--- src/rtl/core/nrp_pkg.sv ---
// shared constants, types and helper functions of the rmc position parser
package nrp_pkg;

  localparam int CAPTURE_DEPTH_DEF = 128;
  localparam int STATUS_OFFSET_DEF = 18;
  localparam int FRAC_DIGITS_DEF = 4;

  localparam logic [7:0] CAPTURE_LIMIT_RESET = 8'd90;

  localparam logic OP_BYTE = 1'b0;
  localparam logic OP_END = 1'b1;

  localparam logic [2:0] ST_OK = 3'd0;
  localparam logic [2:0] ST_EMPTY = 3'd1;
  localparam logic [2:0] ST_NOT_RMC = 3'd2;
  localparam logic [2:0] ST_NO_FIX = 3'd3;
  localparam logic [2:0] ST_TRUNCATED = 3'd4;

  localparam logic [7:0] CH_LF = 8'h0A;
  localparam logic [7:0] CH_CR = 8'h0D;
  localparam logic [7:0] CH_NUL = 8'h00;
  localparam logic [7:0] CH_DOLLAR = 8'h24;
  localparam logic [7:0] CH_COMMA = 8'h2C;
  localparam logic [7:0] CH_DOT = 8'h2E;
  localparam logic [7:0] CH_ZERO = 8'h30;
  localparam logic [7:0] CH_NINE = 8'h39;
  localparam logic [7:0] CH_A = 8'h41;
  localparam logic [7:0] CH_S = 8'h53;
  localparam logic [7:0] CH_W = 8'h57;

  localparam logic [16:0] WHOLE_MAX = 17'd131071;
  localparam logic [34:0] LAT_MAX = 35'd900000000;
  localparam logic [34:0] LON_MAX = 35'd1800000000;

  // which field a magnitude computation belongs to
  typedef struct packed {
    logic valid;
    logic is_lon;
  } mag_ctl_t;

  // capture-end item travelling alongside the magnitude pipeline
  typedef struct packed {
    logic       valid;
    logic [2:0] status;
    logic       lat_neg;
    logic       lon_neg;
  } tok_t;

  function automatic longint unsigned pow10(input int n);
    longint unsigned r;
    case (n)
      0: r = 64'd1;
      1: r = 64'd10;
      2: r = 64'd100;
      3: r = 64'd1000;
      4: r = 64'd10000;
      5: r = 64'd100000;
      6: r = 64'd1000000;
      7: r = 64'd10000000;
      default: r = 64'd1;
    endcase
    return r;
  endfunction

  // characters of the expected sentence header
  function automatic logic [7:0] header_char(input logic [2:0] idx);
    logic [7:0] r;
    case (idx)
      3'd0: r = 8'h24;
      3'd1: r = 8'h47;
      3'd2: r = 8'h4E;
      3'd3: r = 8'h52;
      3'd4: r = 8'h4D;
      3'd5: r = 8'h43;
      default: r = 8'h00;
    endcase
    return r;
  endfunction

endpackage

--- src/rtl/core/nmea_rmc_position_parser.sv ---
// rmc sentence position parser: byte filter, field parser and result output
//
//  channel | signals                                          | accepted when
//  in      | in_valid in_ready operation rx_byte              | in_valid && in_ready
//  out     | out_valid out_ready status latitude longitude    | out_valid && out_ready
//  cfg     | cfg_we cfg_wdata                                 | cfg_we
//
// one input item per cycle while in_ready is high; a byte updates the parser state in its accept cycle
// a capture-end item passes the tok shift register, then out_valid rises from the output register,
// after the magnitude pipeline (reciprocal multiplies for /100 and /6) has drained behind it
// rst is synchronous and clears all control state, capture_limit returns to 90
// in_ready drops only while a result sits at the pipeline end and the output
// register is still full
module nmea_rmc_position_parser
  import nrp_pkg::*;
#(
  parameter int CAPTURE_DEPTH = CAPTURE_DEPTH_DEF,
  parameter int STATUS_OFFSET = STATUS_OFFSET_DEF,
  parameter int FRAC_DIGITS = FRAC_DIGITS_DEF
) (
  input  logic               clk,
  input  logic               rst,
  input  logic               in_valid,
  output logic               in_ready,
  input  logic               operation,
  input  logic [7:0]         rx_byte,
  output logic               out_valid,
  input  logic               out_ready,
  output logic [2:0]         status,
  output logic signed [30:0] latitude,
  output logic signed [31:0] longitude,
  input  logic               cfg_we,
  input  logic [7:0]         cfg_wdata
);

  localparam int KW = $clog2(CAPTURE_DEPTH + 1);
  localparam int FW = $clog2(pow10(FRAC_DIGITS));
  localparam int FCW = $clog2(FRAC_DIGITS + 1);
  localparam logic [7:0] STATUS_POS = 8'(STATUS_OFFSET);
  localparam logic [FCW-1:0] FC_MAX = FCW'(FRAC_DIGITS);

  typedef enum logic [2:0] {
    PH_WAIT,
    PH_FIELD_START,
    PH_WHOLE,
    PH_FRAC,
    PH_SKIP
  } phase_t;

  logic [7:0]     capture_limit;
  logic [KW-1:0]  kept_count, kept_count_next;
  logic [7:0]     sentence_pos, sentence_pos_next;
  phase_t         parse_phase, parse_phase_next;
  logic [3:0]     comma_count, comma_count_next;
  logic           header_match, header_match_next;
  logic           fix_seen, fix_seen_next;
  logic [16:0]    whole_acc, whole_acc_next;
  logic [FW-1:0]  frac_acc, frac_acc_next;
  logic [FCW-1:0] frac_count, frac_count_next;
  logic           lat_neg, lat_neg_next;
  logic           lon_neg, lon_neg_next;

  tok_t           tok_in;
  tok_t           tok [5];
  mag_ctl_t       mag_ctl;
  logic [29:0]    lat_mag;
  logic [30:0]    lon_mag;

  logic           adv;
  logic           in_acc;
  logic [KW-1:0]  limit;
  logic           is_digit;
  logic [3:0]     digit;
  logic [20:0]    whole_mul;
  phase_t         eff_phase;
  logic [FW-1:0]  frac_weight;
  logic [2:0]     end_status;
  logic [30:0]    lat_res;
  logic [31:0]    lon_res;

  assign adv = !(tok[4].valid && out_valid && !out_ready);
  assign in_ready = adv;
  assign in_acc = in_valid && adv;

  always_comb begin
    limit = (9'(capture_limit) > 9'(CAPTURE_DEPTH)) ? KW'(CAPTURE_DEPTH)
                                                     : KW'(capture_limit);
    is_digit = (rx_byte >= CH_ZERO) && (rx_byte <= CH_NINE);
    digit = 4'(rx_byte - CH_ZERO);
    whole_mul = 21'(whole_acc) * 21'(10) + 21'(digit);
    eff_phase = (parse_phase == PH_WAIT || parse_phase == PH_FIELD_START) ? PH_WHOLE
                                                                          : parse_phase;
    frac_weight = FW'(pow10(FRAC_DIGITS - 1 - int'(frac_count)));

    if (kept_count == '0) begin
      end_status = ST_EMPTY;
    end else if (parse_phase == PH_WAIT || sentence_pos < 8'd6 || !header_match) begin
      end_status = ST_NOT_RMC;
    end else if (sentence_pos <= STATUS_POS) begin
      end_status = ST_TRUNCATED;
    end else if (!fix_seen) begin
      end_status = ST_NO_FIX;
    end else if (comma_count < 4'd6) begin
      end_status = ST_TRUNCATED;
    end else begin
      end_status = ST_OK;
    end
  end

  always_comb begin
    kept_count_next = kept_count;
    sentence_pos_next = sentence_pos;
    parse_phase_next = parse_phase;
    comma_count_next = comma_count;
    header_match_next = header_match;
    fix_seen_next = fix_seen;
    whole_acc_next = whole_acc;
    frac_acc_next = frac_acc;
    frac_count_next = frac_count;
    lat_neg_next = lat_neg;
    lon_neg_next = lon_neg;
    tok_in = '0;
    mag_ctl = '0;

    if (in_acc && operation == OP_END) begin
      tok_in.valid = 1'b1;
      tok_in.status = end_status;
      tok_in.lat_neg = lat_neg;
      tok_in.lon_neg = lon_neg;
      kept_count_next = '0;
      sentence_pos_next = '0;
      parse_phase_next = PH_WAIT;
      comma_count_next = '0;
      header_match_next = 1'b1;
      fix_seen_next = 1'b0;
      whole_acc_next = '0;
      frac_acc_next = '0;
      frac_count_next = '0;
      lat_neg_next = 1'b0;
      lon_neg_next = 1'b0;
    end else if (in_acc && rx_byte != CH_LF && rx_byte != CH_CR && rx_byte != CH_NUL
                 && kept_count < limit) begin
      kept_count_next = kept_count + KW'(1);
      if (parse_phase != PH_WAIT || rx_byte == CH_DOLLAR) begin
        if (sentence_pos < 8'd6 && rx_byte != header_char(sentence_pos[2:0])) begin
          header_match_next = 1'b0;
        end
        if (sentence_pos == STATUS_POS) begin
          fix_seen_next = (rx_byte == CH_A);
        end
        if (sentence_pos != 8'd255) begin
          sentence_pos_next = sentence_pos + 8'd1;
        end
        // hemisphere letter is the first byte of the field after a coordinate
        if (parse_phase == PH_FIELD_START && (rx_byte == CH_S || rx_byte == CH_W)) begin
          if (comma_count == 4'd4) begin
            lat_neg_next = 1'b1;
          end else if (comma_count == 4'd6) begin
            lon_neg_next = 1'b1;
          end
        end
        parse_phase_next = eff_phase;

        if (rx_byte == CH_COMMA) begin
          mag_ctl.valid = (comma_count == 4'd3) || (comma_count == 4'd5);
          mag_ctl.is_lon = (comma_count == 4'd5);
          if (comma_count != 4'd15) begin
            comma_count_next = comma_count + 4'd1;
          end
          whole_acc_next = '0;
          frac_acc_next = '0;
          frac_count_next = '0;
          parse_phase_next = PH_FIELD_START;
        end else if (eff_phase == PH_WHOLE) begin
          if (is_digit) begin
            whole_acc_next = (whole_mul > 21'(WHOLE_MAX)) ? WHOLE_MAX : whole_mul[16:0];
          end else begin
            parse_phase_next = (rx_byte == CH_DOT) ? PH_FRAC : PH_SKIP;
          end
        end else if (eff_phase == PH_FRAC) begin
          if (is_digit) begin
            // digits land at their place value, missing ones stay zero
            if (frac_count < FC_MAX) begin
              frac_acc_next = frac_acc + FW'(digit) * frac_weight;
              frac_count_next = frac_count + FCW'(1);
            end
          end else begin
            parse_phase_next = PH_SKIP;
          end
        end
      end
    end
  end

  always_ff @(posedge clk) begin
    if (rst) begin
      capture_limit <= CAPTURE_LIMIT_RESET;
    end else if (cfg_we) begin
      capture_limit <= cfg_wdata;
    end
  end

  always_ff @(posedge clk) begin
    if (rst) begin
      kept_count <= '0;
      sentence_pos <= '0;
      parse_phase <= PH_WAIT;
      comma_count <= '0;
      header_match <= 1'b1;
      fix_seen <= 1'b0;
      whole_acc <= '0;
      frac_acc <= '0;
      frac_count <= '0;
      lat_neg <= 1'b0;
      lon_neg <= 1'b0;
    end else begin
      kept_count <= kept_count_next;
      sentence_pos <= sentence_pos_next;
      parse_phase <= parse_phase_next;
      comma_count <= comma_count_next;
      header_match <= header_match_next;
      fix_seen <= fix_seen_next;
      whole_acc <= whole_acc_next;
      frac_acc <= frac_acc_next;
      frac_count <= frac_count_next;
      lat_neg <= lat_neg_next;
      lon_neg <= lon_neg_next;
    end
  end

  nrp_magnitude #(
    .FRAC_DIGITS(FRAC_DIGITS),
    .FW(FW)
  ) u_magnitude (
    .clk     (clk),
    .rst     (rst),
    .adv     (adv),
    .ctl_in  (mag_ctl),
    .whole_in(whole_acc),
    .frac_in (frac_acc),
    .lat_mag (lat_mag),
    .lon_mag (lon_mag)
  );

  // end item trails any magnitude launched before it by the same distance
  always_ff @(posedge clk) begin
    if (rst) begin
      for (int i = 0; i < 5; i++) begin
        tok[i] <= '0;
      end
    end else if (adv) begin
      tok[0] <= tok_in;
      for (int i = 1; i < 5; i++) begin
        tok[i] <= tok[i-1];
      end
    end
  end

  always_comb begin
    lat_res = '0;
    lon_res = '0;
    if (tok[4].status == ST_OK) begin
      lat_res = tok[4].lat_neg ? -{1'b0, lat_mag} : {1'b0, lat_mag};
      lon_res = tok[4].lon_neg ? -{1'b0, lon_mag} : {1'b0, lon_mag};
    end
  end

  always_ff @(posedge clk) begin
    if (rst) begin
      out_valid <= 1'b0;
    end else if (adv && tok[4].valid) begin
      out_valid <= 1'b1;
    end else if (out_ready) begin
      out_valid <= 1'b0;
    end
  end

  always_ff @(posedge clk) begin
    if (adv && tok[4].valid) begin
      status <= tok[4].status;
      latitude <= lat_res;
      longitude <= lon_res;
    end
  end

endmodule

--- src/rtl/core/nrp_magnitude.sv ---
// pipelined ddmm.mmmm to 1e-7 degree magnitude conversion, holds latest lat and lon
module nrp_magnitude
  import nrp_pkg::*;
#(
  parameter int FRAC_DIGITS = FRAC_DIGITS_DEF,
  parameter int FW = $clog2(pow10(FRAC_DIGITS))
) (
  input  logic          clk,
  input  logic          rst,
  input  logic          adv,
  input  mag_ctl_t      ctl_in,
  input  logic [16:0]   whole_in,
  input  logic [FW-1:0] frac_in,
  output logic [29:0]   lat_mag,
  output logic [30:0]   lon_mag
);

  localparam logic [26:0] FSCALE = 27'(pow10(6 - FRAC_DIGITS));

  mag_ctl_t    ctl2, ctl3, ctl4, ctl5;
  logic [16:0] whole2, whole3;
  logic [FW-1:0] frac2, frac3;
  logic [10:0] deg3, deg4;
  logic [26:0] z4, z5;
  logic [33:0] dpart5;

  logic [34:0] deg_prod;
  logic [16:0] mins_full;
  logic [6:0]  mins;
  logic [26:0] z;
  logic [33:0] dpart;
  logic [57:0] q_prod;
  logic [23:0] q;
  logic [34:0] sum;

  always_comb begin
    // whole / 100 by reciprocal, exact below 2^17
    deg_prod = 35'(whole2) * 35'(167773);
    mins_full = whole3 - 17'(deg3) * 17'(100);
    mins = mins_full[6:0];
    z = 27'(mins) * 27'(1000000) + 27'(frac3) * FSCALE;
    dpart = 34'(deg4) * 34'(10000000);
    // z / 6 as (z >> 1) / 3 by reciprocal
    q_prod = 58'(z5[26:1]) * 58'(32'hAAAAAAAB);
    q = q_prod[56:33];
    sum = {1'b0, dpart5} + 35'(q);
  end

  always_ff @(posedge clk) begin
    if (rst) begin
      ctl2 <= '0;
      ctl3 <= '0;
      ctl4 <= '0;
      ctl5 <= '0;
    end else if (adv) begin
      ctl2 <= ctl_in;
      ctl3 <= ctl2;
      ctl4 <= ctl3;
      ctl5 <= ctl4;
    end
  end

  always_ff @(posedge clk) begin
    if (adv) begin
      whole2 <= whole_in;
      frac2 <= frac_in;
      whole3 <= whole2;
      frac3 <= frac2;
      deg3 <= deg_prod[34:24];
      deg4 <= deg3;
      z4 <= z;
      z5 <= z4;
      dpart5 <= dpart;
      if (ctl5.valid && !ctl5.is_lon) begin
        lat_mag <= (sum > LAT_MAX) ? LAT_MAX[29:0] : sum[29:0];
      end
      if (ctl5.valid && ctl5.is_lon) begin
        lon_mag <= (sum > LON_MAX) ? LON_MAX[30:0] : sum[30:0];
      end
    end
  end

endmodule
--- config.mk ---
export PLATFORM = sky130hd
export DESIGN_NAME = nmea_rmc_position_parser
export DESIGN_NICKNAME = d
export VERILOG_FILES = /design/src/rtl/core/nrp_pkg.sv /design/src/rtl/core/nmea_rmc_position_parser.sv /design/src/rtl/core/nrp_magnitude.sv
export SDC_FILE = /design/constraint.sdc
export NUM_CORES = 2
export LEC_CHECK = 0
export ABC_AREA = 0
export BUFFER_PORTS_ARGS = -buffer_cell sky130_fd_sc_hd__buf_2
export CAP_MARGIN = 20
export CORE_ASPECT_RATIO = 1.2
export CORE_MARGIN = 8
export CORE_UTILIZATION = 70
export DETAILED_ROUTE_END_ITERATION = 6
export GPL_TIMING_DRIVEN = 0
export MAX_ROUTING_LAYER = met4
export PLACE_DENSITY = 0.95
export SYNTH_ARGS = -nofsm -noshare
export SYNTH_HDL_FRONTEND = slang
export SYNTH_SLANG_ARGS = --single-unit
export TNS_END_PERCENT = 30
--- constraint.sdc ---
create_clock -name clk -period 19 [get_ports clk]
set_clock_uncertainty 0.15 [all_clocks]
set_input_delay 0.95 -clock clk [delete_from_list [all_inputs] [get_ports clk]]
set_output_delay 0.95 -clock clk [all_outputs]
set_load 0.01 [all_outputs]
### After elaboration in Yosys (flattened, before gate mapping)

Memories as Yosys holds them, arrays and structs flattened.
Index checks and enable logic that the tools add are counted.

| operators by class | value |
|---|---|
| muxes and demuxes | 51 |
| multiply operators | 8 |
| order comparisons | 11 |
| divide/modulo/power cells | 0 |
| equality and inequality tests | 25 |
| reduce and logical (&&, ||, !) cells | 50 |
| $add $sub $neg | 13 |
| shift-type cells | 0 |
| bitwise logic cells | 7 |

Operators with widths:

| kind | number |
|---|---|
| 2-to-1 mux 14 bit | 6 |
| 2-to-1 mux 17 bit | 4 |
| multiplier 26 x 32 -> 57 bit, second input constant | 1 |
| 2-to-1 mux 3 bit | 17 |
| case mux 7 bit (6 select lines) | 1 |
| 2-to-1 mux 6 bit | 6 |
| adder 34 x 24 -> 35 bit | 1 |
| greater-than comparator 35 x 30 -> 1 bit, second input constant | 1 |
| greater-than comparator 35 x 31 -> 1 bit, second input constant | 1 |
| multiplier 17 x 18 -> 35 bit, second input constant | 1 |
| 2-to-1 mux 8 bit | 4 |
| negator 31 -> 32 bit | 1 |
| 2-to-1 mux 31 bit | 1 |
| negator 30 -> 31 bit | 1 |
| 2-to-1 mux 30 bit | 1 |
| zero test 29 bit | 1 |
| adder 27 x 21 -> 27 bit | 1 |
| multiplier 11 x 17 -> 27 bit, second input constant | 1 |
| == test 8 x 6 -> 1 bit, second input constant | 3 |
| == test 8 x 7 -> 1 bit, second input constant | 3 |
| adder 21 x 4 -> 21 bit | 1 |
| greater-than comparator 21 x 17 -> 1 bit, second input constant | 1 |
| multiplier 7 x 14 -> 21 bit, second input constant | 1 |
| multiplier 17 x 3 -> 20 bit, second input constant | 1 |
| other kinds (47) | 105 |

| storage, ports and cells | value |
|---|---|
| memory bits (read-only) | 168 |
| input bits | 22 |
| output and inout bits | 68 |
| memory bits (writable) | 30 |
| register bits after elaboration | 360 |
| bits in latches | 0 |
| memories kept | 2 |
| word-level logic and storage cells | 204 |

Memories:

| name | depth | width | rd ports | clocked after memory_dff | write ports | line | text |
|---|---|---|---|---|---|---|---|
| (no name shown) | 8 | 21 | 1 | 0 | 0 | nrp_pkg.sv:51 | `case (n)` |
| tok | 5 | 6 | 5 | 0 | 5 | nmea_rmc_position_parser.sv:64 | `tok_t tok [5];` |

### Longest topological paths before layout

An unclocked memory read counts as a cell.

| depth | value |
|---|---|
| depth in word-level cells | 14 |
| gate-level depth with buffers | 39 |
| depth with buffers taken out | 37 |

### Cells and area by module

A second synthesis with hierarchy kept.

| unflattened totals | value |
|---|---|
| cells, all modules | 3774 |
| area total of the unflattened synthesis | 39766.9 µm² |

Modules (own cells, without submodules):

| module | seq. area each (µm²) | instances | cells an instance | area an instance (µm²) |
|---|---|---|---|---|
| nrp_magnitude | 6526.3 | 1 | 2646 | 28741.3 |
| nmea_rmc_position_parser | 4284.1 | 1 | 1128 | 11025.6 |

### Worst setup path after synthesis

Ideal clock, no wire load.

| timing | value |
|---|---|
| kind | register -> register |
| start point | register u_magnitude.z5[23] |
| end point | register u_magnitude.lon_mag[22] (data pin) |
| stages on the path, launching flop included | 36 |
| clock period less this slack | 9.568 ns |
| data arrival time | 9.159 ns |
| buffers on the path | 2 |
| data required time | 18.591 ns |
| setup slack | 9.432 ns |
| cell sequence | edfxtp_1 ha_1 fa_1 inv_1 fa_1 inv_1 fa_1 inv_1 fa_1 fa_1 fa_1 inv_1 ha_1 nand2_1 nor2_1 a221oi_1 o41ai_1 o311ai_0 a21oi_1 o21ai_0 nand2b_1 a21oi_1 xnor2_1 ha_1 a21o_1 a221o_1 a21oi_1 a211o_1 nand2_1 and3_1 xnor2_1 o21ai_0 a221o_1 buf_2 buf_2 or2_1 |

| between the ends | value |
|---|---|
| word-level cells in the longest chain between the ends | 3 |

Ends and longest elaborated chain:

| item | line | text |
|---|---|---|
| from (decl) | nrp_magnitude.sv:24 | `logic [26:0] z4, z5;` |
| from (signal assigned) | nrp_magnitude.sv:72 | `z5 <= z4;` |
| multiplier 26 x 32 -> 57 bit (*) | nrp_magnitude.sv:44 | `q_prod = 58'(z5[26:1]) * 58'(32'hAAAAAAAB);` |
| adder 34 x 24 -> 35 bit (*) | nrp_magnitude.sv:46 | `sum = {1'b0, dpart5} + 35'(q);` |
| greater-than comparator 35 x 31 -> 1 bit | nrp_magnitude.sv:78 | `lon_mag <= (sum > LON_MAX) ? LON_MAX[30:0] : sum[30:0];` |
| to (signal assigned) | nrp_magnitude.sv:78 |  |
| to (decl) | nrp_magnitude.sv:15 | `output logic [30:0] lon_mag` |

Every way passes the cells marked *; elsewhere a longest branch is shown, timed or not.
A chain may end at the register's enable or synchronous reset.

### Worst setup path after layout

| timing | value |
|---|---|
| start point | register u_magnitude.z5[23] |
| end point | register u_magnitude.lat_mag[20] (data pin) |

| between the ends | value |
|---|---|
| word-level cells in the longest chain between the ends | 3 |

Ends and longest elaborated chain:

| item | line | text |
|---|---|---|
| multiplier 26 x 32 -> 57 bit (*) | nrp_magnitude.sv:44 |  |
| adder 34 x 24 -> 35 bit (*) | nrp_magnitude.sv:46 |  |
| greater-than comparator 35 x 30 -> 1 bit | nrp_magnitude.sv:75 | `lat_mag <= (sum > LAT_MAX) ? LAT_MAX[29:0] : sum[29:0];` |
| to (signal assigned) | nrp_magnitude.sv:75 |  |
| to (decl) | nrp_magnitude.sv:14 | `output logic [29:0] lat_mag,` |

Marks and branches as above.

==> impl_metrics.tcl <==
set metrics [dict create \
    port_buffers 87 \
    worst_pin_slew_ns 1.051 \
    cts_buffer_depth 3 \
    synth_top_area_share_pct 23.55 \
    reg2reg_from "u_magnitude.z5[23]$_DFFE_PN_" \
    cp.arrival_ns 12.17 \
    cp_num_buf_inv 5 \
    ff_latch_area_um2 10810 \
    cp_top_family "adder cells" \
    yosys_warnings 0 \
    die_h_um 275.5 \
    required_ns 19.16 \
    drive_gt1_share_pct 5.061 \
    cts_tree "yes" \
    grt_max_degree 57 \
    clkLatencyLatePin_ns 0.58 \
    grt_overflow 0 \
    ys_seq_area_share_pct 27.53 \
    grt_pass1_vias 32135 \
    layout_min_cycle_time_ns 12.01 \
    cp_slowest_stage_delay_ns 0.88 \
    boundaryPins 90 \
    firstDrtPassIters 7 \
    leakagePower_uw 0.02203 \
    core_area_um2 55750 \
    swShare_pct 23.49 \
    fin_area_um2 42220 \
    nFillCells 3031 \
    drtAntennaViolNets 0 \
    antenna_found_initial 0 \
    cts_resized 0 \
    via_per_inst 6.286 \
    setup_ws_ns 6.986 \
    clkTransAtPathRegs_ns 0.06 \
    irDropWorstVdd_mv 0.07710 \
    rsz0062_at_grt "false" \
    dominantRegCellSynth "edfxtp_1" \
    netlist_top_cells_count "inv_1 (712), ha_1 (655), fa_1 (389)" \
    areaGrowthSynthToFinish_pct 7.517 \
    hp-start "u_magnitude.z4[6]$_DFFE_PN_" \
    clockPowerShare_pct 45.2 \
    power_switching_uw 454.0 \
    holdBufCountCts 0 \
    vias 29286 \
    drt-wirelength-per-cell_um 21.13 \
    startpoint "u_magnitude.z5[23]$_DFFE_PN_" \
    slew_headroom_pct 29.67 \
    multi_input_area_um2 25590 \
    drt_iter0_markers 2086 \
    grtUsageMet3_pct 5.469 \
    dieArea_um2 63960 \
    global_route.usage.total_pct 31.55 \
    setup_viol 0 \
    violations "DRC" \
    syn-mean-instance-area_um2 10.43 \
    use_met2_pct 55.78 \
    die_w_um 232.2 \
    status "complete, but fails checks" \
    synth_most_common_cell "inv_1" \
    synth.ff_latch_count 386 \
    cts_setup_buffers 0 \
    initial_core_util_pct 70.44 \
    cap_violations 0 \
    mappedNetlistArea_um2 39270 \
    synth_area_leader_cell "edfxtp_1" \
    dpl_cell_area_um2 40750 \
    critical_path.max_fanout 9 \
    worstSetupPathType "flop to flop" \
    final_max_slew_viol_count 0 \
    async_reset_ff_share_pct 0 \
    p_int_uw 1479 \
    cts.sinks 386 \
    power_frac_comb_pct 7.8 \
    htreeDepth 2 \
    yosys-top-cells-area "edfxtp_1 (24%), ha_1 (21%), fa_1 (20%), inv_1 (6.8%), dfxtp_1 (4.0%)" \
    route.detailed.drc 1 \
    start_kind "flop" \
    fin_setup_tns_ns 0 \
    rows 95 \
    p_seq_share_pct 47.0 \
    p_per_area_nw_per_um2 45.78 \
    place_ws_ns 7.498 \
    met1_usage_pct 30.09 \
    syn_inst 3765 \
    n_antenna_cell 0 \
    fin_util_pct 75.73 \
    cp-end-kind "flop" \
    crit_top_cell "fa_1" \
    hp-class "flop to flop" \
    grt_pass1_wl_um 156900 \
    hpwl_um 74000 \
    cts-root-buf "clkbuf_16" \
    cp_slowest_cell "o41ai_1" \
    layout.nets 4969 \
    finalCritPeriodShare_pct 63.23 \
    fmax_mhz 83.24 \
    hold_viol 0 \
    drt-total-wl_um 98440 \
    grt.busiest_layer "met2" \
    place_congestion 1.012 \
    cts_buffers 41 \
    yosysUniqueCellTypes 79 \
    synth_edf_count 308 \
]
cell usage in the layout (no fill, tap or decap), drive strengths merged, types with 12 or more instances in the layout:
master and instances:
nor2b 51, o41ai 13, dfxtp 78, a211oi 13
nor2 242, a21o 52, xnor2 131, or2 21
nor4 13, nand4 22, nand3 62, inv 718
buf 101, and3 21, o21a 14, nor3 57
xor2 116, ha 655, clkbuf 92, o21ai 114
o21bai 17, a31oi 23, fa 389, nand2 171
and2 43, edfxtp 308, a21oi 131, a21boi 14
or3 23, or4 12, clkinv 12, o31ai 24
nand2b 29
path summary, 6_finish.rpt:
path,slack (ns),end,cells past startpoint
hold / removal,0.27,u_magnitude.z5[6]$_DFFE_PN_,0
hold reg to reg,0.27,u_magnitude.z5[6]$_DFFE_PN_,0
setup reg to reg,6.99,u_magnitude.lat_mag[20]$_SDFFCE_PN0P_,34
setup / recovery,6.99,u_magnitude.lat_mag[20]$_SDFFCE_PN0P_,34
cell families (layout without fill, tap and decap cells):
logic type / count (synthesis) / after routing / share of synthesized area (%)
xor+xnor: 247 / 247 / 5.509
other cells: 2 / 4 / 0.01913
buf+inv: 765 / 930 / 7.332
compound gates: 502 / 502 / 8.422
fa+ha+maj: 1044 / 1044 / 40.70
mux: 12 / 12 / 0.3091
flops: 386 / 386 / 27.53
simple gates: 807 / 807 / 10.17
layout make-up:
class / count / area share (%)
multi-input combinational: 2616 / 60.62
timing repair buffer: 93 / 1.375
clock buffer: 47 / 2.584
buffer: 53 / 0.4979
sequential: 386 / 25.61
clock inverter: 25 / 0.8269
inverter: 712 / 6.330
tap: 727 / 2.155
worst register-to-register path: cells and delay by family (launching register included):
kind,cells,cell delay [ns]
compound gates,13,4.39
xor+xnor,1,0.22
fa+ha+maj,9,4.71
buf+inv,5,0.95
flops,1,0.52
simple gates,6,0.80
stage by stage:
step | instances | power, uW | hold WS (ns)
2_1_floorplan | 3767 | 1033 | 0.2503
5_1_grt | 4659 | 1976 | 0.2639
6_report | 4659 | 1933 | 0.2673
4_1_cts | 4658 | 1929 | 0.2674
3_3_place_gp | 4581 | 1058 | 0.2508
3_5_place_dp | 4586 | 1068 | 0.2545
power groups by stage:
stage | logic (uW) | registers [uW] | clock network (uW)
floorplan | 107 | 925 | 0
global placement | 132 | 926 | 0
detailed placement | 142 | 926 | 0
CTS | 148 | 908 | 873
global route | 167 | 908 | 901
finish | 151 | 908 | 874
per-layer routing:
layer	share of wire, %	routed length [um]
met5	0	0
met4	9.1	9006
met3	6.9	6750
met2	51	50300
met1	33	32380
sequential cells by signal, indices dropped and copies added (netlist names), 17 cells and up:
signal / flops
u_magnitude.z5: 25
tok: 30
whole_acc: 17
u_magnitude.z4: 25
u_magnitude.lon_mag: 31
u_magnitude.dpart5: 27
latitude: 31
longitude: 32
u_magnitude.lat_mag: 30
u_magnitude.whole2: 17
Note: power is estimated with default switching activity, not from simulation.
